==> src/rtl/cetb_pkg.sv <==
// Package for the call edge table builder: sizes, item structs, codes, control structs.
// No dependencies.
package cetb_pkg;

  localparam int MaxFunctions = 256;
  localparam int MaxEdges     = 1024;
  localparam int SlotW        = 8;
  localparam int EdgeIdxW     = 10;
  localparam int EdgeCntW     = 11;
  localparam int FcountW      = 9;
  localparam int AddrW        = 64;

  localparam logic [1:0] OP_LOAD  = 2'd0;
  localparam logic [1:0] OP_REF   = 2'd1;
  localparam logic [1:0] OP_CLEAR = 2'd2;

  localparam logic [2:0] ST_DONE       = 3'd0;
  localparam logic [2:0] ST_ADDED      = 3'd1;
  localparam logic [2:0] ST_NOTCALL    = 3'd2;
  localparam logic [2:0] ST_UNRESOLVED = 3'd3;
  localparam logic [2:0] ST_SELF       = 3'd4;
  localparam logic [2:0] ST_DUP        = 3'd5;
  localparam logic [2:0] ST_FULL       = 3'd6;

  typedef struct packed {
    logic [1:0]  opcode;
    logic [7:0]  slot;
    logic [63:0] range_start;
    logic [63:0] range_end;
    logic [63:0] source_addr;
    logic [63:0] target_addr;
    logic        call_flag;
  } in_item_t;

  typedef struct packed {
    logic [2:0]  status;
    logic [7:0]  caller_slot;
    logic [7:0]  callee_slot;
    logic [10:0] edges_held;
  } out_item_t;

  // controller -> datapath
  typedef struct packed {
    logic capture;     // latch the input item
    logic slot_write;  // write function slot memories
    logic scan_start;  // reset scan index to 0
    logic scan_step;   // advance scan index
    logic sel_target;  // 0: compare source, 1: compare target
    logic rec_src;     // record match as caller
    logic rec_dst;     // record match as callee
    logic edge_write;  // append edge
    logic edge_clear;  // zero edge count
  } cmd_t;

  // datapath -> controller
  typedef struct packed {
    logic [1:0] opcode;
    logic       call_flag;
    logic       slot_match;  // registered compare of the previous read is a hit
    logic       slot_valid;  // registered compare result is meaningful
    logic       slot_last;   // current scan index is the last slot to look at
    logic       slot_none;   // no slots in use
    logic       same_slot;
    logic       edge_match;
    logic       edge_valid;
    logic       edge_last;
    logic       edge_none;
    logic       edge_full;
    logic       scan_pending; // a read is issued, its compare not yet registered
  } stat_t;

endpackage

==> src/rtl/cetb_ctrl.sv <==
// Controller: sequences load, clear and reference items; references go through slot and edge scans.
// Depends on cetb_pkg.
module cetb_ctrl (
  input  logic              clk,
  input  logic              rst,
  input  logic              in_fire,
  input  logic              out_free,
  input  cetb_pkg::stat_t   stat,
  output cetb_pkg::cmd_t    cmd,
  output logic              busy,
  output logic              done,
  output logic [2:0]        status
);
  typedef enum logic [7:0] {
    S_IDLE  = 8'b0000_0001,
    S_DECO  = 8'b0000_0010,
    S_SRC   = 8'b0000_0100,
    S_DST   = 8'b0000_1000,
    S_CHK   = 8'b0001_0000,
    S_EDGE  = 8'b0010_0000,
    S_DRAIN = 8'b0100_0000,
    S_DONE  = 8'b1000_0000
  } state_t;

  state_t state, state_next;
  logic [2:0] status_next;
  logic issuing, issuing_next; // reads still being issued in this scan

  always_ff @(posedge clk) begin
    if (rst) begin
      state   <= S_IDLE;
      status  <= cetb_pkg::ST_DONE;
      issuing <= 1'b0;
    end else begin
      state   <= state_next;
      status  <= status_next;
      issuing <= issuing_next;
    end
  end

  assign busy = (state != S_IDLE);
  assign done = (state == S_DONE);

  always_comb begin
    state_next   = state;
    status_next  = status;
    issuing_next = issuing;
    cmd          = '0;
    case (state)
      S_IDLE: begin
        cmd.capture = in_fire;
        if (in_fire) begin
          state_next = S_DECO;
        end
      end
      S_DECO: begin
        status_next    = cetb_pkg::ST_DONE;
        cmd.scan_start = 1'b1;
        cmd.rec_src    = 1'b1;
        cmd.rec_dst    = 1'b1;
        case (stat.opcode)
          cetb_pkg::OP_LOAD: begin
            cmd.slot_write = 1'b1;
            state_next     = S_DONE;
          end
          cetb_pkg::OP_CLEAR: begin
            cmd.edge_clear = 1'b1;
            state_next     = S_DONE;
          end
          cetb_pkg::OP_REF: begin
            if (!stat.call_flag) begin
              status_next = cetb_pkg::ST_NOTCALL;
              state_next  = S_DONE;
            end else if (stat.slot_none) begin
              status_next = cetb_pkg::ST_UNRESOLVED;
              state_next  = S_DONE;
            end else begin
              issuing_next = 1'b1;
              state_next   = S_SRC;
            end
          end
          default: state_next = S_DONE;
        endcase
      end
      S_SRC, S_DST: begin
        cmd.sel_target = (state == S_DST);
        if (issuing) begin
          cmd.scan_step = 1'b1;
          if (stat.slot_last) begin
            issuing_next = 1'b0;
          end
        end
        if (stat.slot_valid && stat.slot_match) begin
          cmd.scan_start = 1'b1;
          issuing_next   = 1'b0;
          state_next     = S_DRAIN;
          if (state == S_SRC) begin
            cmd.rec_src = 1'b1;
            status_next = cetb_pkg::ST_ADDED; // marks source found
          end else begin
            cmd.rec_dst = 1'b1;
            status_next = cetb_pkg::ST_SELF;  // marks target found
          end
        end else if (!issuing && !stat.slot_valid && !stat.scan_pending &&
                     !cmd.scan_step) begin
          status_next = cetb_pkg::ST_UNRESOLVED;
          cmd.rec_src = 1'b1;
          cmd.rec_dst = 1'b1;
          state_next  = S_DONE;
        end
      end
      S_DRAIN: begin
        // let the pipeline empty before the next scan
        if (!stat.slot_valid && !stat.edge_valid) begin
          cmd.scan_start = 1'b1;
          if (status == cetb_pkg::ST_ADDED) begin
            issuing_next = 1'b1;
            state_next   = S_DST;
          end else begin
            state_next = S_CHK;
          end
        end
      end
      S_CHK: begin
        cmd.scan_start = 1'b1;
        if (stat.same_slot) begin
          status_next = cetb_pkg::ST_SELF;
          state_next  = S_DONE;
        end else if (stat.edge_none) begin
          state_next = S_EDGE;
          issuing_next = 1'b0;
        end else begin
          issuing_next = 1'b1;
          state_next   = S_EDGE;
        end
      end
      S_EDGE: begin
        if (issuing) begin
          cmd.scan_step = 1'b1;
          if (stat.edge_last) begin
            issuing_next = 1'b0;
          end
        end
        if (stat.edge_valid && stat.edge_match) begin
          status_next  = cetb_pkg::ST_DUP;
          issuing_next = 1'b0;
          state_next   = S_DONE;
        end else if (!issuing && !stat.edge_valid && !stat.scan_pending &&
                     !cmd.scan_step) begin
          if (stat.edge_full) begin
            status_next = cetb_pkg::ST_FULL;
          end else begin
            cmd.edge_write = 1'b1;
            status_next    = cetb_pkg::ST_ADDED;
          end
          state_next = S_DONE;
        end
      end
      S_DONE: begin
        if (out_free) begin
          state_next = S_IDLE;
        end
      end
      default: state_next = S_IDLE;
    endcase
  end
endmodule

==> config.mk <==
export PLATFORM = sky130hd
export DESIGN_NAME = cetb_ctrl
export DESIGN_NICKNAME = d
export VERILOG_FILES = /design/src/rtl/cetb_pkg.sv /design/src/rtl/cetb_ctrl.sv
export SDC_FILE = /design/constraint.sdc
export NUM_CORES = 1
export LEC_CHECK = 0
export BUFFER_PORTS_ARGS = -buffer_cell sky130_fd_sc_hd__buf_2
export CAP_MARGIN = 20
export CORE_MARGIN = 2
export CORE_UTILIZATION = 49
export DETAILED_ROUTE_END_ITERATION = 10
export GPL_TIMING_DRIVEN = 0
export PLACE_DENSITY = 0.83
export SYNTH_ARGS = -nofsm -noshare
export SYNTH_HDL_FRONTEND = slang
export SYNTH_SLANG_ARGS = --single-unit
==> constraint.sdc <==
create_clock -name clk -period 2.9 [get_ports clk]
set_clock_uncertainty 0.2 [all_clocks]
set_input_delay 0.58 -clock clk [delete_from_list [all_inputs] [get_ports clk]]
set_output_delay 0.58 -clock clk [all_outputs]
set_load 0.005 [all_outputs]
==> metrics.csv <==
stage,metric,value,unit
floorplan,die area,2290,sq um
clock_tree,clock tree buffer depth,2,
worst_setup_path,Max stage delay on crit path,590,ps
sta,setup violators final,0,
routing,Routed WL per cell,15.1,um
sta,Worst-Margin Slew,532,ps
placed_design,gpl congestion,0.966,
floorplan,Die Wd,47.9,um
worst_setup_path,"CP delay by family, top",simple AND/OR/NAND/NOR gates,
clock_tree,total CTS buffers,3,
routing,DR vias,1189,
sta,Fin Hold WS,325,ps
pwr,Pwr Density,362,nW/um^2
clock_tree,htree depth,1,
sta,Fin. Hold Viols,0,
sta,Tmin final,2900,ps
grt,pin count of the biggest net entering global routing,11,
run_status,status,completed,
synthesis,top-area cell type share of the netlist area,25.4,%
finish,post-route insts no fill,190,
clock_tree,# clock sinks,12,
worst_setup_path,Worst setup EP type,output port,
floorplan,starting density of the core,53.5,%
worst_setup_path,WP buf/inv,1,
placed_design,Placed Cells,184,
routing,Detailed Route WL,2860,um
pwr,VDD IR-drop max,0.208,mV
finish,area grow syn2layout,28.9,%
placed_design,Placed Area,1130,sq um
routing,Initial DRT Pass Iterations,7,
synthesis,most used flip-flop cell after synthesis,dfxtp_1,
routing,vias per cell,6.26,
grt,global route overflow,0,
synthesis,Netlist Area Pre-Place,945,sq um
grt,GR Util All Layers,26.2,%
floorplan,Die Y,47.9,um
clock_tree,Worst-Skew Late Latency,270,ps
clock_tree,# hold bufs at CTS,0,
sta,fin. max-slew vios,0,
synthesis,Synth top cells by count,"16 x nor2_1, 12 x dfxtp_1, 10 x o21ai_0",
grt,initial antenna violation count,0,
sta,fin crit share,100,%
finish,layout cell share with drive strength beyond 1,31.5,%
sta,Max Clock Freq,0.345,GHz
finish,# diodes,0,
synthesis,synth unique cells,40,
routing,Routed Antenna Nets,0,
finish,nets@finish,185,
worst_setup_path,Worst Path Max Fanout,6,
synthesis,Synth area leader,dfxtp_1,
pwr,Leak,0.550,nW
worst_setup_path,CP Class,reg -> out,
worst_setup_path,crit-path cells,or4_4 > or4_4 > o311ai_4 > buf_2,
worst_setup_path,Startpoint Class,flop,
floorplan,core area,1760,sq um
finish,fin area,1220,sq um
grt,vias in the first global route,1000,
worst_setup_path,worst endpoint required time,2120,ps
grt,first-pass GRT wire length,4170,um
clock_tree,clock slew at reported path FFs,70,ps
synthesis,sequential area share after synthesis,25.4,%
synthesis,most common cell in the netlist,nor2_1,
synthesis,"EDFF count, synth",0,
synthesis,Yosys reg bits,12,
worst_setup_path,slowest CP cell,or4_4,
clock_tree,CTS root buffer,clkbuf_4,
clock_tree,CTS tree,yes,
floorplan,IO Count,32,
sta,Rel. slew slack,64.2,%
worst_setup_path,crit-path most repeated cell,or4_4,
synthesis,Post-Synthesis Cells,128,
flow_run,Max Cap Violations,0,
routing,DRC violations left,0,
worst_hold_path,hold crit path type,in -> reg,
sta,RSZ-0062 raised after global routing,yes,
routing,initial drt markers,66,
synthesis,Syn Nets,146,
floorplan,row cnt,15,
synthesis,synth top area cells,"dfxtp_1 25%, nor2_1 6.4%, o21ai_0 5.3%",
pwr,Total Power,0.441,mW
worst_setup_path,"Arr. time, crit path",2120,ps
placed_design,port bufs,31,
synthesis,Mean Syn Cell Area,7.38,sq um
synthesis,Async SR Flop Fraction,0,%
synthesis,Ys Warns,0,
placed_design,Final HPWL DP,2170,um
[cells in the final DEF (no fill, tap or decap), drive strengths merged, types with 3 or more instances in the layout]
master	n
or3	4
nor4	6
dfxtp	12
nand3	7
nor2b	5
o21ai	11
nor2	16
a21oi	8
buf	36
mux2i	3
nand2	9
nor3	5
nand2b	7
clkbuf	4
[report_power, final]
| group | total (mW) | switching (mW) | internal, mW |
|---|---|---|---|
| Combinational | 0.151 | 0.0854 | 0.0651 |
| Sequential | 0.189 | 0.0140 | 0.175 |
| Clock | 0.102 | 0.0538 | 0.0480 |
| Total | 0.441 | 0.153 | 0.288 |
[registers in the layout (all words and copies together), names as in the netlist]
signal	count
state	8
issuing	1
status	3
[final cells by class]
type,instances,area (sq um)
multi-input combinational,111,714
fill,169,547
sequential,12,244
timing repair buffer,34,178
tap,25,31.3
clock buffer,3,22.5
buffer,3,20.0
inverter,2,7.51
[worst reg2reg max path, stage by stage, from the launching register on]
cell and delay (ps):
dfxtp_2 350, or4_4 540, or4_4 590, buf_4 160, buf_4 120, or3b_1 360
a21oi_1 150
[logic make-up (layout without fill, tap and decap cells)]
| group | count (synthesis) | count (layout) | share of synthesized area (%) |
|---|---|---|---|
| compound gates | 32 | 32 | 22.3 |
| xor+xnor | 1 | 1 | 0.927 |
| buf+inv | 5 | 42 | 2.91 |
| flops | 12 | 12 | 25.4 |
| mux | 3 | 3 | 3.18 |
| simple gates | 75 | 75 | 45.3 |
[metrics by stage]
step	setup slack (ps)	setup TNS, ps	utilization [%]
after floorplan	399	0	-
after global placement	217	0	64.1
after detailed placement	220	0	64.1
after CTS	31.0	0	66.6
after global routing	-35.9	-35.9	69.0
final	1.40	0	69.0
[per-layer routing]
metal | vias to the layer above | GRT usage [%] | share of wire (%)
met5 | - | 0 | 0
met4 | 0 | 16.8 | 2.9
met3 | 13 | 4.91 | 11
met2 | 90 | 41.6 | 46
met1 | 523 | 32.1 | 41
li1 | 563 | - | -
[what timing repair did]
| action | 4_1_cts | 5_1_grt |
|---|---|---|
| buffers inserted | 1 | 2 |
| hold endpoints to repair | 0 | 0 |
| gates resized for setup | 3 | 6 |
| pin swaps | 1 | 1 |
| endpoints found under the setup margin | 1 | 1 |
[final timing paths]
check	cells after the start	startpoint	slack, ps	end
worst max-delay path	4	state[1]	1	cmd[6]
worst min-delay path	2	rst	320	state[4]
worst max register to register	6	state[1]	360	state[3]
worst min register to register	2	status[0]	330	status[0]
No activity file was read; power rests on OpenSTA's default activity.
